$ cat config.mk
export PLATFORM = sky130hd
export DESIGN_NAME = matrix_multiply_top
export DESIGN_NICKNAME = d
export VERILOG_FILES = /design/src/hw/rtl/mm_pkg.sv /design/src/hw/rtl/mm_datapath.sv /design/src/hw/rtl/mm_ctrl.sv /design/src/hw/rtl/matrix_multiply_top.sv
export SDC_FILE = /design/constraint.sdc
export NUM_CORES = 2
export LEC_CHECK = 0
export ABC_AREA = 1
export CAP_MARGIN = 20
export CORE_ASPECT_RATIO = 0.9
export CORE_MARGIN = 1
export CORE_UTILIZATION = 55
export CTS_CLUSTER_SIZE = 16
export DETAILED_ROUTE_END_ITERATION = 16
export DONT_BUFFER_PORTS = 1
export PLACE_DENSITY = 0.69
export SLEW_MARGIN = 20
export SYNTH_ARGS = -nofsm -noshare
export SYNTH_HDL_FRONTEND = slang
export SYNTH_HIERARCHICAL = 1
export SYNTH_SLANG_ARGS = --single-unit
$ cat constraint.sdc
create_clock -name clk -period 5.73 [get_ports clk]
set_clock_uncertainty 0.2 [all_clocks]
set_input_delay 1.146 -clock clk [delete_from_list [all_inputs] [get_ports clk]]
set_output_delay 1.146 -clock clk [all_outputs]
set_load 0.02 [all_outputs]
$ cat src/hw/rtl/mm_pkg.sv
// ----------------------------------------------------------------------------
// Matrix multiply package
// Shared widths, command codes, register indexes and the control and status
// bundles that pass between the controller and the datapath.
// ----------------------------------------------------------------------------
package mm_pkg;

	localparam int DIM_DEF    = 8;
	localparam int ELEM_W_DEF = 16;
	localparam int IDX_W      = 3;
	localparam int ADDR_W     = 2 * IDX_W;
	localparam int CNT_W      = 4;
	localparam int CNT_RESET  = 8;
	localparam int ACC_W      = 35;
	localparam int CFG_IDX_W  = 2;

	typedef enum logic [1:0] {
		CMD_WR_A,
		CMD_WR_B,
		CMD_RUN
	} cmd_t;

	localparam logic [CFG_IDX_W-1:0] REG_ROWS_A     = 2'd0;
	localparam logic [CFG_IDX_W-1:0] REG_INNER_SIZE = 2'd1;
	localparam logic [CFG_IDX_W-1:0] REG_COLS_B     = 2'd2;

	typedef struct packed {
		logic              wr_a;
		logic              wr_b;
		logic              rd_en;
		logic              first_k;
		logic              last_k;
		logic              last_elem;
		logic [ADDR_W-1:0] a_addr;
		logic [ADDR_W-1:0] b_addr;
		logic [IDX_W-1:0]  row;
		logic [IDX_W-1:0]  col;
	} ctl_t;

	typedef struct packed {
		logic elem_done;
	} sts_t;

endpackage

$ cat src/hw/rtl/mm_datapath.sv
// ----------------------------------------------------------------------------
// Matrix multiply datapath
// Element stores for A and B, registered read, multiplier stage,
// accumulator with a pending result, and the output register.
// ----------------------------------------------------------------------------
module mm_datapath import mm_pkg::*; #(
	parameter int DIM        = DIM_DEF,
	parameter int ELEM_WIDTH = ELEM_W_DEF
) (
	input  logic                         clk,
	input  logic                         arst_n,
	input  ctl_t                         ctl,
	output sts_t                         sts,
	input  logic [IDX_W-1:0]             row_index,
	input  logic [IDX_W-1:0]             col_index,
	input  logic signed [ELEM_WIDTH-1:0] element,
	output logic                         out_valid,
	input  logic                         out_ready,
	output logic [IDX_W-1:0]             out_row,
	output logic [IDX_W-1:0]             out_col,
	output logic signed [ACC_W-1:0]      product_value,
	output logic                         last_flag
);

	localparam int DEPTH = DIM * DIM;
	localparam int AW    = (DEPTH > 1) ? $clog2(DEPTH) : 1;
	localparam int PW    = 2 * ELEM_WIDTH;
	localparam int XW    = (PW > ACC_W) ? PW : ACC_W;

	logic [ELEM_WIDTH-1:0] mem_a [DEPTH];
	logic [ELEM_WIDTH-1:0] mem_b [DEPTH];

	logic [ADDR_W-1:0] wr_addr;
	logic              wr_ok;

	logic                         v_s1, first_s1, lastk_s1, lastel_s1;
	logic [IDX_W-1:0]             row_s1, col_s1;
	logic signed [ELEM_WIDTH-1:0] a_s1, b_s1;

	logic                 v_s2, first_s2, lastk_s2, lastel_s2;
	logic [IDX_W-1:0]     row_s2, col_s2;
	logic signed [PW-1:0] prod_s2;

	logic signed [XW-1:0] prod_x;
	logic [ACC_W-1:0]     prod_acc;

	logic [ACC_W-1:0] acc_q;
	logic             res_pend_q;
	logic [IDX_W-1:0] res_row_q, res_col_q;
	logic             res_last_q;

	logic             out_valid_q;
	logic [IDX_W-1:0] out_row_q, out_col_q;
	logic [ACC_W-1:0] out_val_q;
	logic             out_last_q;

	assign wr_addr = ADDR_W'(row_index) * ADDR_W'(DIM) + ADDR_W'(col_index);
	assign wr_ok   = ({1'b0, row_index} < (IDX_W + 1)'(DIM)) &&
	                 ({1'b0, col_index} < (IDX_W + 1)'(DIM));

	always_ff @(posedge clk) begin
		if (ctl.wr_a && wr_ok) begin
			mem_a[wr_addr[AW-1:0]] <= element;
		end
		if (ctl.wr_b && wr_ok) begin
			mem_b[wr_addr[AW-1:0]] <= element;
		end
		if (ctl.rd_en) begin
			a_s1 <= mem_a[ctl.a_addr[AW-1:0]];
			b_s1 <= mem_b[ctl.b_addr[AW-1:0]];
		end
	end

	assign prod_x   = XW'(prod_s2);
	assign prod_acc = prod_x[ACC_W-1:0];

	assign sts.elem_done = res_pend_q && (!out_valid_q || out_ready);

	always_ff @(posedge clk) begin
		first_s1  <= ctl.first_k;
		lastk_s1  <= ctl.last_k;
		lastel_s1 <= ctl.last_elem;
		row_s1    <= ctl.row;
		col_s1    <= ctl.col;
		first_s2  <= first_s1;
		lastk_s2  <= lastk_s1;
		lastel_s2 <= lastel_s1;
		row_s2    <= row_s1;
		col_s2    <= col_s1;
		prod_s2   <= a_s1 * b_s1;
		if (v_s2) begin
			acc_q <= first_s2 ? prod_acc : acc_q + prod_acc;
			if (lastk_s2) begin
				res_row_q  <= row_s2;
				res_col_q  <= col_s2;
				res_last_q <= lastel_s2;
			end
		end
		if (sts.elem_done) begin
			out_row_q  <= res_row_q;
			out_col_q  <= res_col_q;
			out_val_q  <= acc_q;
			out_last_q <= res_last_q;
		end
	end

	always_ff @(posedge clk or negedge arst_n) begin
		if (!arst_n) begin
			v_s1        <= 1'b0;
			v_s2        <= 1'b0;
			res_pend_q  <= 1'b0;
			out_valid_q <= 1'b0;
		end else begin
			v_s1 <= ctl.rd_en;
			v_s2 <= v_s1;
			if (sts.elem_done) begin
				res_pend_q <= 1'b0;
			end
			if (v_s2 && lastk_s2) begin
				res_pend_q <= 1'b1;
			end
			if (sts.elem_done) begin
				out_valid_q <= 1'b1;
			end else if (out_ready) begin
				out_valid_q <= 1'b0;
			end
		end
	end

	assign out_valid     = out_valid_q;
	assign out_row       = out_row_q;
	assign out_col       = out_col_q;
	assign product_value = out_val_q;
	assign last_flag     = out_last_q;

`ifndef ASSERT_OFF
	a_first_no_pending: assert property (@(posedge clk) disable iff (!arst_n)
		(v_s2 && first_s2) |-> !res_pend_q)
		else $error("Accumulator restarted while a result was pending.");

	a_read_no_pending: assert property (@(posedge clk) disable iff (!arst_n)
		ctl.rd_en |-> !res_pend_q)
		else $error("Store read issued while a result was pending.");
`endif

endmodule

$ cat src/hw/rtl/mm_ctrl.sv
// ----------------------------------------------------------------------------
// Matrix multiply controller
// Holds the count registers, accepts items, walks the row, column and inner
// indexes of a run, issuing one store read pair per cycle when not waiting.
// ----------------------------------------------------------------------------
module mm_ctrl import mm_pkg::*; #(
	parameter int DIM = DIM_DEF
) (
	input  logic                 clk,
	input  logic                 arst_n,
	input  logic                 cfg_we,
	input  logic [CFG_IDX_W-1:0] cfg_index,
	input  logic [CNT_W-1:0]     cfg_data,
	input  logic                 in_valid,
	output logic                 in_ready,
	input  logic [1:0]           cmd,
	output ctl_t                 ctl,
	input  sts_t                 sts
);

	typedef enum logic [1:0] {
		ST_IDLE,
		ST_ISSUE,
		ST_WAIT
	} state_t;

	state_t           state_q;
	logic [CNT_W-1:0] rows_q, inner_q, cols_q;
	logic [IDX_W-1:0] ilim_q, jlim_q, klim_q;
	logic [IDX_W-1:0] i_q, j_q, k_q;
	ctl_t             rd_q;

	function automatic logic [IDX_W-1:0] last_idx(input logic [CNT_W-1:0] c);
		logic [IDX_W-1:0] r;
		if (c == '0) begin
			r = '0;
		end else if (c > CNT_W'(DIM)) begin
			r = IDX_W'(DIM - 1);
		end else begin
			r = IDX_W'(c - 1'b1);
		end
		return r;
	endfunction

	assign in_ready = (state_q == ST_IDLE);

	always_comb begin
		ctl      = rd_q;
		ctl.wr_a = in_valid && in_ready && (cmd == CMD_WR_A);
		ctl.wr_b = in_valid && in_ready && (cmd == CMD_WR_B);
	end

	always_ff @(posedge clk or negedge arst_n) begin
		if (!arst_n) begin
			state_q <= ST_IDLE;
			rows_q  <= CNT_W'(CNT_RESET);
			inner_q <= CNT_W'(CNT_RESET);
			cols_q  <= CNT_W'(CNT_RESET);
			ilim_q  <= '0;
			jlim_q  <= '0;
			klim_q  <= '0;
			i_q     <= '0;
			j_q     <= '0;
			k_q     <= '0;
			rd_q    <= '0;
		end else begin
			if (cfg_we) begin
				unique case (cfg_index)
					REG_ROWS_A: begin
						rows_q <= cfg_data;
					end
					REG_INNER_SIZE: begin
						inner_q <= cfg_data;
					end
					REG_COLS_B: begin
						cols_q <= cfg_data;
					end
					default: begin
					end
				endcase
			end
			rd_q.rd_en <= 1'b0;
			unique case (state_q)
				ST_IDLE: begin
					if (in_valid && cmd == CMD_RUN) begin
						ilim_q  <= last_idx(rows_q);
						jlim_q  <= last_idx(cols_q);
						klim_q  <= last_idx(inner_q);
						i_q     <= '0;
						j_q     <= '0;
						k_q     <= '0;
						state_q <= ST_ISSUE;
					end
				end
				ST_ISSUE: begin
					rd_q.rd_en     <= 1'b1;
					rd_q.first_k   <= (k_q == '0);
					rd_q.last_k    <= (k_q == klim_q);
					rd_q.last_elem <= (i_q == ilim_q) && (j_q == jlim_q);
					rd_q.row       <= i_q;
					rd_q.col       <= j_q;
					rd_q.a_addr    <= ADDR_W'(i_q) * ADDR_W'(DIM) + ADDR_W'(k_q);
					rd_q.b_addr    <= ADDR_W'(k_q) * ADDR_W'(DIM) + ADDR_W'(j_q);
					if (k_q == klim_q) begin
						k_q     <= '0;
						state_q <= ST_WAIT;
					end else begin
						k_q <= k_q + 1'b1;
					end
				end
				ST_WAIT: begin
					if (sts.elem_done) begin
						if (j_q == jlim_q) begin
							j_q <= '0;
							if (i_q == ilim_q) begin
								state_q <= ST_IDLE;
							end else begin
								i_q     <= i_q + 1'b1;
								state_q <= ST_ISSUE;
							end
						end else begin
							j_q     <= j_q + 1'b1;
							state_q <= ST_ISSUE;
						end
					end
				end
			endcase
		end
	end

`ifndef ASSERT_OFF
	a_no_rd_wr_overlap: assert property (@(posedge clk) disable iff (!arst_n)
		!(ctl.rd_en && (ctl.wr_a || ctl.wr_b)))
		else $error("Store write collided with a run read.");

	a_k_in_range: assert property (@(posedge clk) disable iff (!arst_n)
		k_q <= klim_q)
		else $error("Inner index ran past its limit.");

	a_done_in_wait: assert property (@(posedge clk) disable iff (!arst_n)
		sts.elem_done |-> (state_q == ST_WAIT))
		else $error("Result moved while the controller was not waiting for it.");
`endif

endmodule

$ cat src/hw/rtl/matrix_multiply_top.sv
// ----------------------------------------------------------------------------
// Matrix multiply top level
// Multiplies A (rows_a by inner_size) by B (inner_size by cols_b).
//
// The input channel takes one item per transfer. A write item stores one
// element of A or B; writes stream at one per cycle while in_ready is high.
// A run item emits every element of C in row-major order on the output
// channel, with last_flag set on the final one. Each result element issues
// one store read pair per inner step, then passes the read, multiply and
// accumulate stages before it moves to the output register. in_ready stays
// low from the run transfer until its last result has reached the output
// register. A stalled receiver holds the output register; the next element
// finishes into the accumulator and then waits for the register to free.
// The count registers are written on the configuration port; the user must
// write them only while the block is idle, which the block does not enforce.
// A count of zero acts as one and a count above DIM acts as DIM.
// Reset clears the control state and sets every count to eight; the element
// stores are not cleared and must be written before a run reads them.
// ----------------------------------------------------------------------------
module matrix_multiply_top import mm_pkg::*; #(
	parameter int DIM        = DIM_DEF,
	parameter int ELEM_WIDTH = ELEM_W_DEF
) (
	input  logic                         clk,
	input  logic                         arst_n,
	input  logic                         cfg_we,
	input  logic [CFG_IDX_W-1:0]         cfg_index,
	input  logic [CNT_W-1:0]             cfg_data,
	input  logic                         in_valid,
	output logic                         in_ready,
	input  logic [1:0]                   cmd,
	input  logic [IDX_W-1:0]             row_index,
	input  logic [IDX_W-1:0]             col_index,
	input  logic signed [ELEM_WIDTH-1:0] element,
	output logic                         out_valid,
	input  logic                         out_ready,
	output logic [IDX_W-1:0]             out_row,
	output logic [IDX_W-1:0]             out_col,
	output logic signed [ACC_W-1:0]      product_value,
	output logic                         last_flag
);

	ctl_t ctl;
	sts_t sts;

	mm_ctrl #(
		.DIM(DIM)
	) u_ctrl (
		.clk      (clk),
		.arst_n   (arst_n),
		.cfg_we   (cfg_we),
		.cfg_index(cfg_index),
		.cfg_data (cfg_data),
		.in_valid (in_valid),
		.in_ready (in_ready),
		.cmd      (cmd),
		.ctl      (ctl),
		.sts      (sts)
	);

	mm_datapath #(
		.DIM       (DIM),
		.ELEM_WIDTH(ELEM_WIDTH)
	) u_datapath (
		.clk          (clk),
		.arst_n       (arst_n),
		.ctl          (ctl),
		.sts          (sts),
		.row_index    (row_index),
		.col_index    (col_index),
		.element      (element),
		.out_valid    (out_valid),
		.out_ready    (out_ready),
		.out_row      (out_row),
		.out_col      (out_col),
		.product_value(product_value),
		.last_flag    (last_flag)
	);

endmodule

==> metrics.yaml <==
criticalPathCategory: "reg -> reg"
initial_core_util: 0.555
grt_pass1_vias: 65297
ys_warn_count: 6
r2r_slack_ps: 130
ys_seq_area_frac: 0.659
hold_class: "reg -> reg"
placedCellCount: 11053
vias_per_cell: 6.01
grt_max_degree: 215
hold_viol: 0
clkTransAtPathRegs_ps: 60
coreArea_mm2: 0.184
antenna_found_initial: 4
multi_input_area_mm2: 0.0309
port_buffers: 0
grt_util_all_layers: 0.289
critPathSlowestCell: "fa_1"
gp_congestion: 0.931
place_hpwl_um: 159000
syn_inst: 8874
area_delta_synth_final_pct: 10.9
critPathMaxFanout: 7
cp_common_cell: "fa_1"
synth_fp_nets: 9295
cts_root_buf: "clkbuf_16"
layout-drive-gt1-share: 0.0996
drt-total-wl_um: 274000
cpPeakStageDelay_ps: 520
cts_sinks: 2263
finalCritPeriodShare: 0.977
drv_slew: 0
slew_headroom: 0.193
synthesis.area_mm2: 0.102
max_freq_ghz: 0.179
synth-edff-count: 2164
die-area_mm2: 0.187
synth_area_leaders: "edfxtp_1 (64%), nand2_1 (6.3%), fa_1 (5.2%)"
period_needed_ps: 5600
ys_ff_latch: 2263
final-setup-viol-count: 0
nets: 9305
worst_setup_path_start_kind: "flip-flop"
clk_latency_ps: 870
cap_violations: 0
grt_pass1_wl_um: 409000
synth.top_cell.area_share: 0.637
cts-htree-levels: 4
yosysUniqueCellTypes: 51
crit_arrival_ps: 6090
fp.dieH_um: 410
route.detailed.wl_per_inst_um: 23.9
clock_path_buffers: 3
tritoncts: "yes"
cts_made_buffers: 214
n_fill_cell: 14030
vias: 69032
grt_overflow: 0
dominantRegCellSynth: "edfxtp_1"
synth_top_area_cell: "edfxtp_1"
antenna_left: 0
worstPathRequired_ps: 6230
crit_path_end_kind: "flip-flop"
drt-pass1-iter-count: 6
synth_area_per_cell_um2: 11.5
io_pins: 79
path_cells: "buf_12 > nand2_4 > inv_4 > fa_2 > buf_4 > fa_1 > inv_1 > fa_1 > fa_1 > inv_1 > fa_1 > fa_1 > ha_1 > inv_1 > nor3_4 > nand2_2 > nor3_2 > nand2_1 > o211ai_1 > inv_1 > nand2_1 > nand2_1"
regArea_mm2: 0.0672
drt_iter0_drc: 8828
status: "completed"
rows: 149
final_cells: 11477
fin_util: 0.616
synth.most_common_cell: "edfxtp_1"
async_reset_ff_frac: 0.0217
worst_slew_pin_slew_ps: 1210
synth_common_cells: "edfxtp_1 (2164), nand2_1 (1707), nor2_1 (1168), o21ai_0 (993), inv_1 (564)"
die_w_um: 456
drc: 0
layout by cell type (no fill, tap or decap), types with 11 or more instances in the layout:
cell       Yosys  final
dfrtp_1       46     39
o22ai_1      513    513
o21ai_0      993    983
nand3_1      279    272
clkbuf_16      0    217
buf_4         17    289
clkinv_2       0     39
nor2_1      1168   1148
ha_4           0     16
or2_2         16     16
xor2_1        21     21
clkinv_1       6     60
o21ai_1       94    102
nand2_2        2     17
fa_1         263    253
clkbuf_1     301     50
ha_1         123    106
o21bai_1      12     11
a21oi_1       74     61
nor3_1       127     11
inv_2          8     14
inv_1        564    551
dfxtp_1       50     50
nor2_2         2     17
nand4_1       20     20
nand3b_1      11     11
nand2_1     1707   1689
buf_12         1     34
nor3_2         1    115
xnor2_1       23     23
edfxtp_1    2164   2164
cells by family after synthesis:
group	count (synthesis)	share of synthesized area
adders and majority gates	386	0.0667
and+or+nand+nor	3344	0.130
xor gates and xnor gates	44	0.00378
DFF	2263	0.659
buffers and inverters	1122	0.0483
AOI/OAI and AO/OA	1715	0.0917
worst paths after layout:
| kind | start | endpoint | cells past startpoint |
|---|---|---|---|
| max reg2reg | u_datapath/b_s1[10] | u_datapath/prod_s2[31] | 22 |
| max | u_datapath/b_s1[10] | u_datapath/prod_s2[31] | 22 |
| min reg2reg | u_datapath/row_s1[0] | u_datapath/row_s2[0] | 0 |
| min in group asynchronous | arst_n | u_ctrl/ctl[18] | 2 |
| max in group asynchronous | arst_n | u_ctrl/rows_q[3] | 2 |
| min | u_datapath/row_s1[0] | u_datapath/row_s2[0] | 0 |
state kept, by name (all words and copies together), names as in the netlist, 4 cells and up:
signal                    flops
u_datapath/acc_q             35
u_ctrl/inner_q                4
u_datapath/product_value     35
u_datapath/prod_s2           32
u_datapath/a_s1              16
u_ctrl/cols_q                 4
u_ctrl/rows_q                 4
u_datapath/mem_b           1024
u_ctrl/ctl                   13
u_datapath/mem_a           1024
u_datapath/b_s1              16
area by class of cell:
type                    instances  area share
multi-input cells            5489       0.274
repair buffers                336      0.0268
diodes                          1   0.0000221
flip-flops and latches       2263       0.595
clock inverters               126     0.00917
well taps                    2416      0.0267
inverters                     580      0.0197
clock buffers                 266      0.0495
metrics by stage:
step                TNS, ps  hold slack (ps)  area (µm²)  setup WS, ps
floorplan                 0              110      102000          67.2
global route           -106              126      113000         -68.5
global placement       -136              112      106000         -75.5
CTS                       0              112      112000          8.52
detailed placement     -200              112      106000         -88.4
finish                    0              123      113000           134
routing by layer:
metal | vias up | track usage | share of wire
li1 | 30882 | - | -
met3 | 450 | 0.0519 | 0.10
met5 | - | 0 | 0.000091
met4 | 4 | 0.0958 | 0.032
met1 | 34146 | 0.425 | 0.41
met2 | 3550 | 0.436 | 0.45
repair_timing:
item	4_1_cts	5_1_grt
pin swaps	1	40
endpoints found under the hold margin	49	0
hold buffers	2	0
cloned	0	1
resized for setup	5	136
setup buffers	2	26
endpoints found under the setup margin	7	20
critical path, delay by kind of cell (launching register included):
kind | cells | cell delay, ps
compound gates | 1 | 110
fa+ha+maj | 7 | 3290
buf+inv | 7 | 640
flops | 1 | 460
simple gates | 7 | 710
Power is left out: the tool's default activity adds up to more than one toggle a clock period on the data nets, which glitch-free logic cannot reach.
